## config.mk

```make
export PLATFORM = sky130hd
export DESIGN_NAME = abpw_front
export DESIGN_NICKNAME = d
export VERILOG_FILES = /design/src/rtl/abpw_pkg.sv /design/src/rtl/abpw_front.sv
export SDC_FILE = /design/constraint.sdc
export NUM_CORES = 1
export LEC_CHECK = 0
export CAP_MARGIN = 20
export CORE_UTILIZATION = 65
export CTS_BUF_LIST = sky130_fd_sc_hd__clkbuf_4 sky130_fd_sc_hd__clkbuf_8 sky130_fd_sc_hd__clkbuf_16
export DETAILED_ROUTE_END_ITERATION = 16
export DONT_BUFFER_PORTS = 1
export GPL_ROUTABILITY_DRIVEN = 0
export PLACE_DENSITY_LB_ADDON = 0.25
export SYNTH_ARGS = -nofsm -noshare
export SYNTH_HDL_FRONTEND = slang
export SYNTH_SLANG_ARGS = --single-unit
```

## constraint.sdc

```tcl
create_clock -name clock -period 7 [get_ports clock]
set_input_delay 0.35 -clock clock [delete_from_list [all_inputs] [get_ports clock]]
set_output_delay 0.35 -clock clock [all_outputs]
set_load 0.05 [all_outputs]
```

## src/rtl/abpw_pkg.sv

```systemverilog
// shared types, constants and channel helpers for the alpha blend pixel writer
package abpw_pkg;

   localparam int FB_DEPTH   = 65536;
   localparam int MEM_AW     = $clog2(FB_DEPTH);

   localparam int COORD_W    = 10;
   localparam int PITCH_W    = 11;
   localparam int SHIFT_W    = 5;
   localparam int LOSS_W     = 3;
   localparam int CHAN_W     = 8;
   localparam int WORD_W     = 32;
   localparam int WADDR_W    = 16;
   localparam int ADDR_W     = COORD_W + PITCH_W;
   localparam int BLEND_W    = 2 * CHAN_W + 1;

   localparam int REQ_DATA_W = 56;
   localparam int RSP_DATA_W = WADDR_W + WORD_W;

   localparam int CSR_IDX_W  = 3;

   localparam int JOBQ_DEPTH = 4;
   localparam int OUTQ_DEPTH = 8;

   localparam logic [CHAN_W-1:0] CHAN_MAX = 8'd255;

   typedef enum logic [CSR_IDX_W-1:0] {
      CSR_ROW_PITCH   = 3'd0,
      CSR_RED_SHIFT   = 3'd1,
      CSR_GREEN_SHIFT = 3'd2,
      CSR_BLUE_SHIFT  = 3'd3,
      CSR_RED_LOSS    = 3'd4,
      CSR_GREEN_LOSS  = 3'd5,
      CSR_BLUE_LOSS   = 3'd6
   } csr_index_type;

   typedef struct packed {
      logic [PITCH_W-1:0] row_pitch_words;
      logic [SHIFT_W-1:0] red_shift;
      logic [SHIFT_W-1:0] green_shift;
      logic [SHIFT_W-1:0] blue_shift;
      logic [LOSS_W-1:0]  red_loss;
      logic [LOSS_W-1:0]  green_loss;
      logic [LOSS_W-1:0]  blue_loss;
   } cfg_type;

   localparam cfg_type CFG_RESET = '{
      row_pitch_words: PITCH_W'(512),
      red_shift:       SHIFT_W'(16),
      green_shift:     SHIFT_W'(8),
      blue_shift:      SHIFT_W'(0),
      red_loss:        LOSS_W'(0),
      green_loss:      LOSS_W'(0),
      blue_loss:       LOSS_W'(0)
   };

   typedef struct packed {
      logic [ADDR_W-1:0] addr;
      logic              out_of_range;
      logic [CHAN_W-1:0] src_red;
      logic [CHAN_W-1:0] src_green;
      logic [CHAN_W-1:0] src_blue;
      logic [CHAN_W-1:0] src_alpha;
   } job_type;

   typedef struct packed {
      logic    valid;
      job_type job;
   } push_type;

   typedef struct packed {
      logic              valid;
      job_type           job;
   } head_type;

   typedef struct packed {
      logic [WORD_W-1:0]  written_word;
      logic [WADDR_W-1:0] word_address;
      logic               out_of_range;
   } rsp_type;

   function automatic logic [CHAN_W-1:0] chan_unpack(input logic [WORD_W-1:0]  word,
                                                     input logic [SHIFT_W-1:0] shift,
                                                     input logic [LOSS_W-1:0]  loss);
      logic [WORD_W-1:0] msk;
      logic [WORD_W-1:0] fld;
      msk = (WORD_W'(8'hff) >> loss) << shift;
      fld = ((word & msk) >> shift) << loss;
      return fld[CHAN_W-1:0];
   endfunction

   function automatic logic [WORD_W-1:0] chan_pack(input logic [CHAN_W-1:0]  c,
                                                   input logic [SHIFT_W-1:0] shift,
                                                   input logic [LOSS_W-1:0]  loss);
      return (WORD_W'(c) >> loss) << shift;
   endfunction

   // exact floor(v / 255) for v up to 255 * 255
   function automatic logic [CHAN_W-1:0] chan_div255(input logic [BLEND_W-1:0] v);
      logic [BLEND_W-1:0] t;
      t = v + (v >> CHAN_W) + BLEND_W'(1);
      return t[2*CHAN_W-1:CHAN_W];
   endfunction

endpackage

```

## src/rtl/abpw_front.sv

```systemverilog
// front end: control registers, item decode, address and range classification
module abpw_front import abpw_pkg::*; (
   input  logic                  clock,
   input  logic                  reset,
   input  logic                  req_tvalid,
   output logic                  req_tready,
   input  logic [REQ_DATA_W-1:0] req_tdata,
   input  logic                  csr_we,
   input  logic [CSR_IDX_W-1:0]  csr_index,
   input  logic [PITCH_W-1:0]    csr_wdata,
   input  logic                  init_done,
   input  logic                  push_ready,
   output push_type              push,
   output cfg_type               cfg
);

   cfg_type cfg_ff, cfg_in;

   logic [COORD_W-1:0] pos_x, pos_y;
   logic [ADDR_W-1:0]  addr;

   always_comb begin
      cfg_in = cfg_ff;
      if (csr_we) begin
         case (csr_index_type'(csr_index))
            CSR_ROW_PITCH:   cfg_in.row_pitch_words = csr_wdata;
            CSR_RED_SHIFT:   cfg_in.red_shift       = csr_wdata[SHIFT_W-1:0];
            CSR_GREEN_SHIFT: cfg_in.green_shift     = csr_wdata[SHIFT_W-1:0];
            CSR_BLUE_SHIFT:  cfg_in.blue_shift      = csr_wdata[SHIFT_W-1:0];
            CSR_RED_LOSS:    cfg_in.red_loss        = csr_wdata[LOSS_W-1:0];
            CSR_GREEN_LOSS:  cfg_in.green_loss      = csr_wdata[LOSS_W-1:0];
            CSR_BLUE_LOSS:   cfg_in.blue_loss       = csr_wdata[LOSS_W-1:0];
            default: ;
         endcase
      end
   end

   always_ff @(posedge clock) begin
      if (reset) begin
         cfg_ff <= CFG_RESET;
      end else begin
         cfg_ff <= cfg_in;
      end
   end

   assign cfg = cfg_ff;

   assign pos_x = req_tdata[COORD_W-1:0];
   assign pos_y = req_tdata[2*COORD_W-1:COORD_W];

   // 10 x 11 bit product plus column always fits the 21 bit address
   assign addr = ADDR_W'(pos_y) * ADDR_W'(cfg_ff.row_pitch_words) + ADDR_W'(pos_x);

   assign req_tready = push_ready && init_done;

   always_comb begin
      push.valid            = req_tvalid && req_tready;
      push.job.addr         = addr;
      push.job.out_of_range = addr >= ADDR_W'(FB_DEPTH);
      push.job.src_red      = req_tdata[2*COORD_W+CHAN_W-1:2*COORD_W];
      push.job.src_green    = req_tdata[2*COORD_W+2*CHAN_W-1:2*COORD_W+CHAN_W];
      push.job.src_blue     = req_tdata[2*COORD_W+3*CHAN_W-1:2*COORD_W+2*CHAN_W];
      push.job.src_alpha    = req_tdata[2*COORD_W+4*CHAN_W-1:2*COORD_W+3*CHAN_W];
   end

endmodule

```

==> out/metrics.yaml <==
status:
  outcome: "finished, final reports clean"
final_layout:
  fill_cells: 671
  largest_reg_flops: 35
  nets: 841
  diodes: 0
  area_delta_synth_final_pct: 1.440
  drive_gt1_share_pct: 7.827
  final_util_pct: 69.05
drt:
  drtIter0Drc: 181
  met3_length_um: 853
  first_pass_iters: 6
  routed_wl_um: 11510
  vias_per_cell: 5.654
  wl_met1_um: 4757
  wl_met2_um: 5623
  drc: 0
  ant_nets: 0
  wl_per_cell_um: 15.75
  vias: 4133
  top_layer: "met4"
global_route:
  overflow: 0
  grt_max_degree: 36
  grt_antenna_before_repair: 0
  grt_pass1_wl_um: 18900
  grt_pass1_vias: 4166
  gr-usage-all-layers_pct: 26.78
floorplan:
  rows: 33
  die_w_um: 95.23
  core_um2: 8299
  die_area_um2: 9068
  initial_core_util_pct: 68.07
  pin_count: 167
  die_y_um: 95.23
setup_path:
  cp-start-kind: "flip-flop"
  crit_top_cell: "fa_1"
  path_cells: "and2_1 -> fa_1 -> fa_1 -> fa_1 -> fa_1 -> inv_1 -> fa_1 -> inv_1 -> ha_1 -> nand2_1 -> or4_1 -> a211oi_2 -> o211ai_1 -> nand3_1 -> xor2_2 -> or4b_1 -> buf_12"
  cpMaxStageDelayCell: "dfxtp_1"
  slowest_delay_ps: 570
  r2r_slack_ps: 5800
  cp.required_ps: 6650
  r2r_start: "cfg[27]"
  arrival_ps: 6250
  reg2reg_depth: 3
  timing.rr.end: "cfg[27]"
  crit_path_max_fanout: 11
  critical_path_class: "flip-flop to primary output"
  worst_setup_path_end_kind: "primary output"
sta:
  tns_ps: 0
  fmax_mhz: 151.6
  slew_violations: 0
  finalSetupViolCount: 0
  timing.final.crit_share_pct: 94.22
  max-slew-margin-rel_pct: 26.44
  timing.final.crit_period_ps: 6595
  tightest_slew_ps: 1096
  holdWs_ps: 131.4
  fin_ws_ps: 404.8
  hold_viol_final: 0
  skew_ps: 0
  rsz0062_at_grt: "false"
job:
  timing.max_cap.violations: 0
logic_synthesis:
  synth_common_cells: "inv_1, nand2_1, fa_1, ha_1, and2_1"
  synth_edf_count: 0
  yosys.area.top_type: "fa_1"
  netlist_instances: 654
  syn_area_um2: 5649
  ys_seq_elements: 35
  postSynth.asyncResetShare_pct: 0
  yosys_warnings: 0
  synth_ff_type: "dfxtp_1"
  synth.distinct_cells: 47
  synth_top_cell_area_share_pct: 28.35
  yosysMostFrequentCell: "inv_1"
  synth_fp_nets: 870
  seq_area_frac_synth_pct: 12.40
  synth_area_leaders: "fa_1, ha_1, dfxtp_1, inv_1, and2_1"
  syn_avg_cell_area_um2: 8.638
clocking:
  cts_max_path_buffers: 2
  cts_tree: "built"
  root_buffer: "clkbuf_8"
  path_clk_slew_ps: 60
  cts.sinks: 35
  post-cts-setup-buffer-count: 0
  ctsHoldBuffers: 0
  cts_inserted_buffers: 5
  htree_levels: 2
  insertion_delay_ps: 280
  cts.repair.resized: 0
power_and_ir_drop:
  p_per_area_nw_per_um2: 127.5
  power_leakage_nw: 2.909
  ir_drop_mv: 0.1240
hold_path:
  min_to: "cfg[24]"
  whs_path_depth: 1
  hp-start: "reset"
  hold_path.class: "input port to flip-flop"
placed_design:
  portBuffers: 0
  post-place-ws_ps: 711.4
  dp_hpwl_um: 9566
[cell usage in the layout (no fill, tap or decap), drive strengths merged, types with 9 or more instances in the layout]
cell / instances
nor2: 33
xnor2: 15
nand2: 90
clkbuf: 9
buf: 27
ha: 60
mux2i: 22
inv: 106
and2: 58
dfxtp: 35
fa: 80
a21oi: 28
[metrics by stage]
stage                     area [µm²]  total power [mW]  instances
after floorplan                 5649            0.5608        654
after global placement          5622            0.5653        722
after detailed placement        5622            0.5739        722
after CTS                       5725            0.7341        730
after global routing            5731            0.7747        731
final                           5731            0.7306        731
[how the worst max path moves through the flow]
stage | from | endpoint | cells past startpoint
floorplan | cfg[27] | push[32] | 17
global placement | cfg[26] | push[32] | 17
detailed placement | cfg[26] | push[32] | 17
CTS | cfg[26] | push[32] | 17
global route | cfg[27] | push[32] | 18
finish | cfg[28] | push[32] | 17
[area by class of cell]
cell class	instances	area [µm²]	area share (%)
Sequential cell	35	700.7	12.23
Multi-Input combinational cell	449	4177	72.88
Inverter	106	397.9	6.943
Clock buffer	8	103.9	1.812
Tap cell	105	131.4	2.293
Timing Repair Buffer	28	220.2	3.843
[layer usage]
metal | vias to the layer above | global-route usage [%]
met1 | 1998 | 35.37
met2 | 165 | 44.58
li1 | 1940 | -
met5 | - | 0
met4 | 0 | 7.955
met3 | 30 | 5.024
[power by group]
part / switching (mW) / internal [mW] / total, mW
clock network: 0.0686 / 0.0936 / 0.162
registers: 0.0163 / 0.204 / 0.220
logic: 0.232 / 0.116 / 0.348
[cells by family after synthesis]
logic type | Yosys count | share of synthesized area, %
AOI/OAI and AO/OA | 56 | 7.110
adders and majority gates | 140 | 41.64
muxes | 22 | 3.898
and+or+nand+nor | 213 | 18.27
xor gates and xnor gates | 18 | 2.924
DFF | 35 | 12.40
buffers and inverters | 170 | 13.75
[worst max-delay path, delay by kind of cell, from the launching register on]
family / cells / cell delay (ps)
fa+ha+maj: 6 / 2920
xor+xnor: 1 / 80
compound gates: 2 / 460
simple gates: 5 / 1630
buf+inv: 3 / 280
flops: 1 / 570
Note: power is estimated with default switching activity, not from simulation.
