<file path="src/rtl/abpw_pkg.sv">
// shared types, constants and channel helpers for the alpha blend pixel writer
package abpw_pkg;

   localparam int FB_DEPTH   = 65536;
   localparam int MEM_AW     = $clog2(FB_DEPTH);

   localparam int COORD_W    = 10;
   localparam int PITCH_W    = 11;
   localparam int SHIFT_W    = 5;
   localparam int LOSS_W     = 3;
   localparam int CHAN_W     = 8;
   localparam int WORD_W     = 32;
   localparam int WADDR_W    = 16;
   localparam int ADDR_W     = COORD_W + PITCH_W;
   localparam int BLEND_W    = 2 * CHAN_W + 1;

   localparam int REQ_DATA_W = 56;
   localparam int RSP_DATA_W = WADDR_W + WORD_W;

   localparam int CSR_IDX_W  = 3;

   localparam int JOBQ_DEPTH = 4;
   localparam int OUTQ_DEPTH = 8;

   localparam logic [CHAN_W-1:0] CHAN_MAX = 8'd255;

   typedef enum logic [CSR_IDX_W-1:0] {
      CSR_ROW_PITCH   = 3'd0,
      CSR_RED_SHIFT   = 3'd1,
      CSR_GREEN_SHIFT = 3'd2,
      CSR_BLUE_SHIFT  = 3'd3,
      CSR_RED_LOSS    = 3'd4,
      CSR_GREEN_LOSS  = 3'd5,
      CSR_BLUE_LOSS   = 3'd6
   } csr_index_type;

   typedef struct packed {
      logic [PITCH_W-1:0] row_pitch_words;
      logic [SHIFT_W-1:0] red_shift;
      logic [SHIFT_W-1:0] green_shift;
      logic [SHIFT_W-1:0] blue_shift;
      logic [LOSS_W-1:0]  red_loss;
      logic [LOSS_W-1:0]  green_loss;
      logic [LOSS_W-1:0]  blue_loss;
   } cfg_type;

   localparam cfg_type CFG_RESET = '{
      row_pitch_words: PITCH_W'(512),
      red_shift:       SHIFT_W'(16),
      green_shift:     SHIFT_W'(8),
      blue_shift:      SHIFT_W'(0),
      red_loss:        LOSS_W'(0),
      green_loss:      LOSS_W'(0),
      blue_loss:       LOSS_W'(0)
   };

   typedef struct packed {
      logic [ADDR_W-1:0] addr;
      logic              out_of_range;
      logic [CHAN_W-1:0] src_red;
      logic [CHAN_W-1:0] src_green;
      logic [CHAN_W-1:0] src_blue;
      logic [CHAN_W-1:0] src_alpha;
   } job_type;

   typedef struct packed {
      logic    valid;
      job_type job;
   } push_type;

   typedef struct packed {
      logic              valid;
      job_type           job;
   } head_type;

   typedef struct packed {
      logic [WORD_W-1:0]  written_word;
      logic [WADDR_W-1:0] word_address;
      logic               out_of_range;
   } rsp_type;

   function automatic logic [CHAN_W-1:0] chan_unpack(input logic [WORD_W-1:0]  word,
                                                     input logic [SHIFT_W-1:0] shift,
                                                     input logic [LOSS_W-1:0]  loss);
      logic [WORD_W-1:0] msk;
      logic [WORD_W-1:0] fld;
      msk = (WORD_W'(8'hff) >> loss) << shift;
      fld = ((word & msk) >> shift) << loss;
      return fld[CHAN_W-1:0];
   endfunction

   function automatic logic [WORD_W-1:0] chan_pack(input logic [CHAN_W-1:0]  c,
                                                   input logic [SHIFT_W-1:0] shift,
                                                   input logic [LOSS_W-1:0]  loss);
      return (WORD_W'(c) >> loss) << shift;
   endfunction

   // exact floor(v / 255) for v up to 255 * 255
   function automatic logic [CHAN_W-1:0] chan_div255(input logic [BLEND_W-1:0] v);
      logic [BLEND_W-1:0] t;
      t = v + (v >> CHAN_W) + BLEND_W'(1);
      return t[2*CHAN_W-1:CHAN_W];
   endfunction

endpackage

</file>
<file path="src/rtl/abpw_queue.sv">
// short job queue between the front end and the blend pipeline
module abpw_queue import abpw_pkg::*; (
   input  logic     clock,
   input  logic     reset,
   input  push_type push,
   output logic     push_ready,
   output head_type head,
   input  logic     pop
);

   localparam int PW = $clog2(JOBQ_DEPTH);

   job_type         slot_ff [JOBQ_DEPTH];
   logic [PW-1:0]   wr_ptr_ff, wr_ptr_in;
   logic [PW-1:0]   rd_ptr_ff, rd_ptr_in;
   logic [PW:0]     count_ff, count_in;

   assign push_ready = count_ff != (PW+1)'(JOBQ_DEPTH);
   assign head.valid = count_ff != '0;
   assign head.job   = slot_ff[rd_ptr_ff];

   always_comb begin
      wr_ptr_in = wr_ptr_ff;
      rd_ptr_in = rd_ptr_ff;
      count_in  = count_ff;
      if (push.valid) begin
         wr_ptr_in = wr_ptr_ff + PW'(1);
      end
      if (pop) begin
         rd_ptr_in = rd_ptr_ff + PW'(1);
      end
      if (push.valid && !pop) begin
         count_in = count_ff + (PW+1)'(1);
      end else if (pop && !push.valid) begin
         count_in = count_ff - (PW+1)'(1);
      end
   end

   always_ff @(posedge clock) begin
      if (reset) begin
         wr_ptr_ff <= '0;
         rd_ptr_ff <= '0;
         count_ff  <= '0;
      end else begin
         wr_ptr_ff <= wr_ptr_in;
         rd_ptr_ff <= rd_ptr_in;
         count_ff  <= count_in;
      end
   end

   always_ff @(posedge clock) begin
      if (push.valid) begin
         slot_ff[wr_ptr_ff] <= push.job;
      end
   end

endmodule

</file>
<file path="config.mk">
export PLATFORM = sky130hd
export DESIGN_NAME = abpw_queue
export DESIGN_NICKNAME = d
export VERILOG_FILES = /design/src/rtl/abpw_pkg.sv /design/src/rtl/abpw_queue.sv
export SDC_FILE = /design/constraint.sdc
export NUM_CORES = 1
export LEC_CHECK = 0
export BUFFER_PORTS_ARGS = -buffer_cell sky130_fd_sc_hd__buf_2
export CELL_PAD_IN_SITES_DETAIL_PLACEMENT = 0
export CELL_PAD_IN_SITES_GLOBAL_PLACEMENT = 1
export CORE_MARGIN = 1
export CORE_UTILIZATION = 30
export CTS_CLUSTER_DIAMETER = 50
export DETAILED_ROUTE_END_ITERATION = 10
export PLACE_DENSITY = 0.52
export SLEW_MARGIN = 5
export SYNTH_ARGS = -nofsm -noshare
export SYNTH_HDL_FRONTEND = slang
export SYNTH_SLANG_ARGS = --single-unit
</file>
<file path="constraint.sdc">
create_clock -name clock -period 2.3 [get_ports clock]
set_input_delay 0.115 -clock clock [delete_from_list [all_inputs] [get_ports clock]]
set_output_delay 0.115 -clock clock [all_outputs]
set_load 0.05 [all_outputs]
</file>
==> metrics.cfg, run 1 <==
[outcome]
status=completed

[synth]
synth-edff-count=216
yosys-top-cells-count=edfxtp_1, mux4_2, dfxtp_1, nor2_1
yosysUniqueCellTypes=21
yosysSeqAreaShare_pct=80.42
synth_flop_cell=edfxtp_1
async_flop_share_pct=0
synth_top_family_by_area=multiplexers
synth_top_area_share_pct=78.25
synth-xor-area-share_pct=0.5283
yosysMostFrequentCell=edfxtp_1
synth_compound_area_share_pct=0.1208
syn_area_mm2=0.008289
yosys.area.top_type=edfxtp_1
synthSimpleGateAreaFrac_pct=0.9057
synthMuxAreaShare_pct=15.09
synth_cells=327
synth_nets=391
synthAdderAreaFrac_pct=0.9962
synthTopCellsByArea=edfxtp_1, mux4_2, dfxtp_1
yosys_warnings=0
avgSynthCellArea_um2=25.35
ys_seq_elements=225

[cells_and_area]
finalNetCount=590
fillCellCount=2441
multi_input_area_mm2=0.001473
regArea_mm2=0.006674
drive_gt1_share_pct=40.33
area_growth_pct=29.40
utilization_pct=39.69

[placement]
io_buffer_count=113
place_ws_ns=0.6180
routabilityCongestion=0.6659
post-dp-hpwl_mm=9.789

[worst_setup_path]
cpMaxStageDelayCell=mux4_1
cp.depth=3
endpoint_kind=output pin
cp.arrival_ns=2.00
start_kind=flop
crit_path_max_fanout=31
reg2reg_from=wr_ptr_ff[0]$_SDFFE_PP0P_
worstSetupPathType=flop to output pin
cp_top_family=multiplexers
worst_r2r_endpoint=slot_ff[3][19]$_DFFE_PP_
cp.required_ns=2.18
slowest_delay_ns=0.59
r2r_slack_ns=0.67
reg2reg_depth=3
critPathBufInv=2
critical_path.cell_chain=buf_12, mux4_1, buf_2

[global_route]
first_global_vias=4371
grt_antenna_before_repair=1
grt_max_degree=32
gr-total-overflow=0
grt_pass1_wl_mm=25.01
grt_use_total_pct=11.79

[timing]
slew_viol_final=0
fin_skew_ns=0.02757
tightest_slew_ns=0.4621
setup_viol=0
slew-limit-headroom_pct=69.20
rsz0062_at_grt=no
hold_viol=0
finalCriticalPeriod_ns=2.119
setup_tns_ns=0
max_clock_freq_ghz=0.4719
post-route-period-util_pct=92.14
timing.final.ws_setup_ns=0.1807

[clocking]
cts_resized=0
clk_pin_slew_ns=0.06
cts_tree=yes
cts_buffer_depth=3
clockRootBuffer=clkbuf_16
h-tree-depth=1
cts_sinks=225
numCtsBuffers=27
worstSkewPairLatency_ns=0.53

[drt]
final_antenna_net_count=0
wl_met1_mm=6.759
first_pass_iters=6
routed.top_layer=met4
drt-total-wl_mm=16.24
viasPerCell=4.489
wl_met2_mm=8.251
drt_iter0_markers=192
wl_met3_um=806
vias=3973
wl_per_cell_um=18.35
drc_errors=0

[min_path]
holdPathStages=2
min-delay-start=push[39]
hp-class=primary input to flop
whs_endpoint=slot_ff[3][39]$_DFFE_PP_

[power_and_ir_drop]
max-vdd-ir-drop_mv=0.4983
p_total_mw=10.05
p_per_area_mw_per_mm2=937.0
leakagePower_nw=3.673

[floorplan]
coreArea_mm2=0.02703
die-width_um=168.2
row_count=60
start_util_pct=30.67
dieArea_mm2=0.02830
die_h_um=168.2
io_pins=114

[flow_run]
drv_cap=0

[worst max path at each step]
stage / endpoint / slack, ns
global route: head[50] / 0.08
global placement: head[50] / 0.71
detailed placement: count_ff[2]$_SDFFE_PP0P_ / 0.62
finish: head[49] / 0.18
CTS: head[49] / 0.13
floorplan: slot_ff[2][0]$_DFFE_PP_ / 0.06
[metal layers]
| layer | global-route usage (%) | vias to the layer above |
|---|---|---|
| met1 | 14.72 | 2067 |
| met5 | 0 | - |
| met3 | 2.774 | 26 |
| met2 | 20.30 | 95 |
| met4 | 3.557 | 0 |
| li1 | - | 1785 |
[registers in the layout, summed over array words and instances, names as in the netlist, named ones only]
register,count
count_ff,3
rd_ptr_ff,2
slot_ff,216
wr_ptr_ff,2
[logic make-up (layout without fill, tap and decap cells)]
group / count (synthesis) / in the layout
mux: 56 / 56
fa+ha+maj: 6 / 6
compound gates: 2 / 2
xor+xnor: 5 / 5
flops: 225 / 225
buf+inv: 17 / 233
simple gates: 16 / 16
other cells: 0 / 1
[power breakdown]
part | switching (mW) | internal [mW]
Sequential | 0.0696 | 4.71
Combinational | 0.949 | 0.491
Clock | 1.57 | 2.26
Total | 2.59 | 7.46
[repair_timing]
action	CTS	global route
hold buffers	58	0
hold endpoints to repair	225	0
buffers inserted	0	0
[worst register-to-register path, stage by stage (launching register included)]
cell and delay [ns]:
dfxtp_1 0.40, ha_1 0.18, and2_4 0.45, buf_12 0.27
[placed cells by master (no fill, tap or decap), drive strengths merged]
master and n:
dfxtp 9, xnor2 2, and2 4, ha 5, xor2 3, bufinv 1
buf 125, mux4 54, inv 7, nor2 8, edfxtp 216, diode 1
mux2i 2, clkinvlp 1, nand2 2, or3 2, clkbuf 30, clkinv 11
dlygate4sd3 58, o21ai 1, fa 1, a21oi 1
[through the flow]
| stage | instance area, um2 | hold slack (ns) | instances |
|---|---|---|---|
| final | 10730 | 0.3326 | 885 |
| after global placement | 9331 | 0.3256 | 780 |
| after CTS | 10720 | 0.3039 | 884 |
| after detailed placement | 9331 | 0.3330 | 780 |
| after floorplan | 8289 | 0.2139 | 327 |
| after global routing | 10730 | 0.3271 | 885 |
[cell type report]
class / count / share of cell area (%)
Multi-Input combinational cell: 85 / 13.73
Tap cell: 341 / 3.978
Clock inverter: 16 / 1.166
Sequential cell: 225 / 62.22
Inverter: 4 / 0.1400
Timing Repair Buffer: 183 / 12.34
Antenna cell: 1 / 0.02333
Clock buffer: 30 / 6.404
(Power assumes the default switching activity.)
==> run 2: changes to the inputs <==
- ABC_AREA: default -> 1
- PLACE_DENSITY: 0.52 -> 0.54
==> run 2 against run 1 <==
Sequential cell count unchanged. Largest cell class unchanged. Clock skew down 0.020 ns. Area after synthesis is 1.7% higher. Maximum frequency is 2.1% lower. Combinational power down 5%. Critical path type unchanged. Worst setup slack worse by 0.046 ns. Synthesized cell count up 78%. Power rose by 7.0%. Sequential power fell by 1%. Non-clock buffer count rose by 2. Critical endpoint is now head[3]. Register-to-register slack improved by 0.06 ns.
==> metrics.cfg, run 2 <==
[power_and_ir_drop]
p_per_area_mw_per_mm2=971.3  ; +3.7%
max-vdd-ir-drop_mv=0.4667  ; -6.3%
leakagePower_nw=3.940  ; +7.3%

[timing]
hold_viol=0  ; unchanged
slew_viol_final=0  ; unchanged
rsz0062_at_grt=no
hold_ws_ns=0.3367  ; +0.004046 ns
post-route-period-util_pct=94.16  ; +2.0 points
finalCriticalPeriod_ns=2.166  ; +0.04631 ns
fin_skew_ns=0.007757  ; -0.01982 ns
setup_viol=0  ; unchanged
tightest_slew_ns=0.3397  ; -0.1223 ns
timing.final.ws_setup_ns=0.1344  ; -0.04631 ns
slew-limit-headroom_pct=77.35  ; +8.2 points
setup_tns_ns=0  ; unchanged
max_clock_freq_ghz=0.4618  ; -2.1%

[synth]
avgSynthCellArea_um2=14.51  ; -43%
yosys-top-cells-count=edfxtp_1, nor2_1, o21ai_0, o22ai_1, buf_2
yosysSeqAreaShare_pct=79.05  ; -1.4 points
synth_flop_cell=edfxtp_1
synth_nets=645  ; +65%
synthTopCellsByArea=edfxtp_1, o21ai_0, nor2_1
syn_area_mm2=0.008433  ; +1.7%
synth_top_area_share_pct=76.91  ; -1.3 points
ys_seq_elements=225  ; unchanged
yosysMostFrequentCell=edfxtp_1
yosys_warnings=0  ; unchanged
synth_cells=581  ; +78%
async_flop_share_pct=0  ; unchanged
yosysUniqueCellTypes=19  ; -9.5%
yosys.area.top_type=edfxtp_1
synth-edff-count=216  ; unchanged

[drt]
wl_met1_mm=9.130  ; +35%
viasPerCell=4.591  ; +2.3%
final_antenna_net_count=0  ; unchanged
wl_per_cell_um=17.39  ; -5.2%
first_pass_iters=4  ; -2
wl_met2_mm=9.817  ; +19%
drc_errors=0  ; unchanged
drt_iter0_markers=317  ; +65%
vias=5326  ; +34%
wl_met3_um=869  ; +7.8%
drt-total-wl_mm=20.18  ; +24%
routed.top_layer=met5

[cells_and_area]
top_register=slot_ff
diodes=0  ; -1
finalNetCount=825  ; +40%
largest_register_ffs=216  ; unchanged
final_common_cell=edfxtp_1
final_cell_mix=edfxtp_1, buf_2, nor2_1, o21ai_0, dlygate4sd3_1
drive_gt1_share_pct=22.76  ; -18 points
area_growth_pct=31.34
reg.largest.list=slot_ff x216, count_ff x3

[clocking]
clk_pin_slew_ns=0.06  ; about the same
cts_tree=yes
h-tree-depth=1  ; unchanged
numCtsBuffers=27  ; unchanged
cts_setup_buffers=0  ; unchanged
cts_buffer_depth=3  ; unchanged
worstSkewPairLatency_ns=0.52  ; about the same
clockRootBuffer=clkbuf_16
cts_sinks=225  ; unchanged

[floorplan]
die_h_um=169.7  ; +0.85%
start_util_pct=30.44  ; -0.23 points
coreArea_mm2=0.02771  ; +2.5%
io_pins=114  ; unchanged
dieArea_mm2=0.02878  ; +1.7%
die-width_um=169.7  ; +0.85%
row_count=61  ; +1.7%

[worst_setup_path]
worstSetupPathType=flop to output pin
start_kind=flop
r2r_slack_ns=0.73  ; +0.06 ns
crit_path_max_fanout=14  ; -55%
endpoint_kind=output pin
cp.required_ns=2.18  ; about the same
cp.arrival_ns=2.05  ; +0.05 ns

[flow_run]
drv_cap=0  ; unchanged

[min_path]
hp-class=primary input to flop

[global_route]
grt_max_degree=109  ; +240%
grt_use_total_pct=13.67  ; +1.9 points
grt_antenna_before_repair=1  ; unchanged
grt_pass1_wl_mm=30.11  ; +20%
gr-total-overflow=0  ; unchanged
first_global_vias=5344  ; +22%

[placement]
routabilityCongestion=0.7026  ; +5.5%
place_ws_ns=0.5301  ; -0.08789 ns
post-dp-hpwl_mm=11.07  ; +13%
io_buffer_count=113  ; unchanged

[outcome]
status=completed

[run 2: worst max-delay path, cell delays in order, from the launching register on]
cell and delay (ns):
dfxtp_2 0.33, inv_2 0.23, buf_4 0.29, o21ai_1 0.10, o22ai_1 0.25, buf_2 0.33
[run 2: logic make-up after synthesis]
logic type,after synthesis,share of synthesized area (%)
adders and majority gates,6,0.9792
and+or+nand+nor,124,5.593
AOI/OAI and AO/OA,173,11.07
buffers and inverters,53,3.309
DFF,225,79.05
[run 2: worst paths after layout]
path	startpoint	to	cells past startpoint
max	flop	head[3]	5
min	push[2]	slot_ff[0][2]$_DFFE_PP_	2
min reg2reg	rd_ptr_ff[1]$_SDFFE_PP0P_	flop	1
max reg2reg	wr_ptr_ff[0]$_SDFFE_PP0P_	slot_ff[0][41]$_DFFE_PP_	5
[run 2: what timing repair did]
action,CTS,global route
setup endpoints to repair,2,10
hold endpoints to repair,225,0
cloned,0,1
pin swaps,0,0
gates resized for setup,1,2
hold buffers,57,0
[run 2: metal layers]
layer | global-route usage [%] | vias to the layer above
li1 | - | 2539
met1 | 17.98 | 2636
met2 | 23.22 | 119
met3 | 2.355 | 30
met4 | 3.643 | 2
met5 | 0 | -
[run 2: area by class of cell]
cell class | instances | area (um2)
Clock buffer | 30 | 686.9
Timing Repair Buffer | 185 | 1361
Multi-Input combinational cell | 303 | 1488
Sequential cell | 225 | 6671
Inverter | 19 | 83.83
Tap cell | 378 | 473.0
Clock inverter | 20 | 311.5
Fill cell | 2603 | 16630
[run 2: power breakdown]
| group | internal, mW | switching [mW] | total (mW) |
|---|---|---|---|
| combinational | 0.358 | 1.01 | 1.37 |
| sequential | 4.68 | 0.0451 | 4.72 |
| clock | 3.05 | 1.61 | 4.66 |
| total | 8.09 | 2.67 | 10.8 |
[run 2: metrics by stage]
step,utilization [%],total power [mW],cells,area (um2)
floorplan,-,5.694,581,8433
global placement,34.17,6.084,1052,9467
detailed placement,34.17,6.104,1052,9467
CTS,39.84,10.89,1159,11040
global route,39.98,11.15,1160,11080
finish,39.98,10.76,1160,11080
==> run 3: changes to the inputs <==
--- a/config.mk
+++ b/config.mk
@@ -11,8 +11,8 @@
 export CELL_PAD_IN_SITES_GLOBAL_PLACEMENT = 1
 export CORE_MARGIN = 1
-export CORE_UTILIZATION = 30
+export CORE_UTILIZATION = 42
 export CTS_CLUSTER_DIAMETER = 50
 export DETAILED_ROUTE_END_ITERATION = 10
-export PLACE_DENSITY = 0.54
+export PLACE_DENSITY = 0.72
 export SLEW_MARGIN = 5
 export SYNTH_ARGS = -nofsm -noshare
==> constraint.sdc (replaced) <==
create_clock -name clock -period 2.3 [get_ports clock]
set_input_delay 0.115 -clock clock [delete_from_list [all_inputs] [get_ports clock]]
set_output_delay 0.115 -clock clock [all_outputs]
set_load 0.02 [all_outputs]
==> run 3 against run 2 <==
Sequential power about the same. Routed wire length down 11%. Hold slack better by 0.0048 ns. Non-clock buffer count up 2. Core utilization up 15 points. Via count down 0.38%. Worst setup slack worse by 0.018 ns. Final cell count down 9.7%. Clock power down 15%. Register-to-register slack better by 0.09 ns. Power down 9.7%. Highest routed layer is now met4.
==> metrics.cfg, run 3 (same netlist as run 2, synthesis figures left out) <==
[timing]
setup_viol=0  ; unchanged
rsz0062_at_grt=yes
hold_viol=0  ; unchanged
timing.final.ws_setup_ns=0.1166  ; -0.01784 ns
finalCriticalPeriod_ns=2.183  ; +0.01783 ns
tightest_slew_ns=0.4770  ; +0.1373 ns
fin_skew_ns=0.01993  ; +0.01217 ns
slew-limit-headroom_pct=68.16  ; -9.2 points
post-route-period-util_pct=94.93  ; +0.78 points
slew_viol_final=0  ; unchanged
max_clock_freq_ghz=0.4580  ; -0.82%

[worst_setup_path]
worstSetupPathType=flop to output pin
r2r_slack_ns=0.82  ; +0.09 ns
cpMaxStageDelayCell=dfxtp_4
cp.required_ns=2.18  ; about the same
start_kind=flop
critical_path.cell_chain=inv_8, buf_12, o21ai_0, o22ai_1, buf_2
slowest_delay_ns=0.45  ; +0.12 ns
cp.arrival_ns=2.07  ; +0.02 ns
endpoint_kind=output pin
crit_path_max_fanout=66  ; +52

[floorplan]
coreArea_mm2=0.01959  ; -29%
dieArea_mm2=0.02065  ; -28%
die_h_um=143.7  ; -15%
die-width_um=143.7  ; -15%
start_util_pct=43.05  ; +13 points
row_count=51  ; -16%
io_pins=114  ; unchanged

[clocking]
worstSkewPairLatency_ns=0.52  ; about the same
clk_pin_slew_ns=0.06  ; about the same
cts_buffer_depth=3  ; unchanged
numCtsBuffers=26  ; -3.7%
cts_setup_buffers=0  ; unchanged
h-tree-depth=1  ; unchanged
cts_sinks=225  ; unchanged
cts_tree=yes
clockRootBuffer=clkbuf_16

[placement]
routabilityCongestion=0.7233  ; +2.9%
post-dp-hpwl_mm=10.13  ; -8.4%
io_buffer_count=113  ; unchanged
place_ws_ns=0.5555  ; +0.02543 ns

[power_and_ir_drop]
p_sw_mw=2.217  ; -17%
p_sw_share_pct=22.81  ; -2.0 points
pwr-share-comb_pct=10.3  ; -2.4 points
p_total_mw=9.719  ; -9.7%
max-vdd-ir-drop_mv=0.7244  ; +55%
power.internal_mw=7.502  ; -7.3%
p_clk_share_pct=41.0  ; -2.3 points
p_per_area_mw_per_mm2=904.9  ; -6.8%
seqPwrFrac_pct=48.7  ; +4.8 points
leakagePower_nw=3.863  ; -2.0%

[drt]
viasPerCell=5.068  ; +10%
wl_per_cell_um=17.09  ; -1.8%
drt_iter0_markers=253  ; -20%
first_pass_iters=4  ; unchanged
drt-total-wl_mm=17.89  ; -11%
drc_errors=0  ; unchanged
vias=5306  ; -0.38%
final_antenna_net_count=0  ; unchanged

[global_route]
grt_pass1_wl_mm=27.92  ; -7.3%
first_global_vias=5444  ; +1.9%
gr-total-overflow=0  ; unchanged
grt_use_total_pct=17.82  ; +4.1 points
grt_max_degree=67  ; -39%
grt_antenna_before_repair=0  ; -1

[cells_and_area]
diodes=0  ; unchanged
final_common_cell=edfxtp_1
fillCellCount=1636  ; -37%
area_growth_pct=27.36
drive_gt1_share_pct=22.38  ; -0.38 points
finalNetCount=826  ; +0.12%
final_cell_mix=edfxtp_1, buf_2, nor2_1, o21ai_0, dlygate4sd3_1
largest_register_ffs=216  ; unchanged
top_register=slot_ff
reg.largest.list=slot_ff x216, count_ff x3

[min_path]
hp-class=primary input to flop

[flow_run]
drv_cap=0  ; unchanged

[outcome]
status=completed

-- run 3: cell count changes in the layout (fill, tap and decap cells not counted), sizes merged --
cell         previous run  this run
bufinv                  8         3
inv                    20        19
clkinv                 11        14
buf                   127       129
dlygate4sd3            57        58
-- run 3: area by class of cell --
type / count / area (um2) / share of cell area, %
flip-flops and latches: 225 / 6671 / 62.12
multi-input cells: 303 / 1488 / 13.85
repair buffers: 187 / 1315 / 12.24
clock buffers: 31 / 690.7 / 6.431
well taps: 265 / 331.6 / 3.087
clock inverters: 17 / 163.9 / 1.526
inverters: 19 / 80.08 / 0.7456
-- run 3: through the flow --
step	util [%]	instances	hold slack (ns)	TNS (ns)	cell area [um2]
after global routing	54.83	1047	0.3400	-0.002375	10740
after floorplan	-	581	0.2139	0	8433
final	54.83	1047	0.3415	0	10740
after CTS	54.75	1047	0.3216	0	10730
after detailed placement	47.42	941	0.3309	0	9290
after global placement	47.42	941	0.3237	0	9290
-- run 3: worst max-delay path, delay by kind of cell (launching register included) --
family          cells  cell delay [ns]
buf+inv             3             0.77
compound gates      2             0.30
flops               1             0.45
-- run 3: layer usage --
metal | vias up | part of all wire (%) | global-route usage [%]
li1 | 2541 | - | -
met1 | 2606 | 42 | 21.24
met2 | 126 | 51 | 31.78
met3 | 33 | 5.3 | 4.132
met4 | 0 | 2.2 | 5.655
met5 | - | 0 | 0
-- run 3: power groups by stage --
stage          clock network (mW)  registers (mW)  logic (mW)
6_report                     3.98            4.73        1.00
5_1_grt                      4.22            4.75        1.11
4_1_cts                      4.06            4.73        1.01
3_5_place_dp                    0            4.82       0.933
3_3_place_gp                    0            4.81       0.911
2_1_floorplan                   0            4.80       0.575
-- run 3: path summary, 6_finish.rpt --
| path | startpoint | endpoint | depth (start not counted) |
|---|---|---|---|
| worst max-delay path | flop | head[1] | 5 |
| worst min-delay path | push[49] | slot_ff[0][49]$_DFFE_PP_ | 2 |
| worst max register to register | wr_ptr_ff[1]$_SDFFE_PP0P_ | slot_ff[1][22]$_DFFE_PP_ | 5 |
| worst min register to register | rd_ptr_ff[1]$_SDFFE_PP0P_ | flop | 1 |
-- run 3: timing repair --
action / in CTS / in global routing
endpoints found under the setup margin: 0 / 22
endpoints found under the hold margin: 225 / 0
resized for setup: 0 / 5
hold buffers: 58 / 0
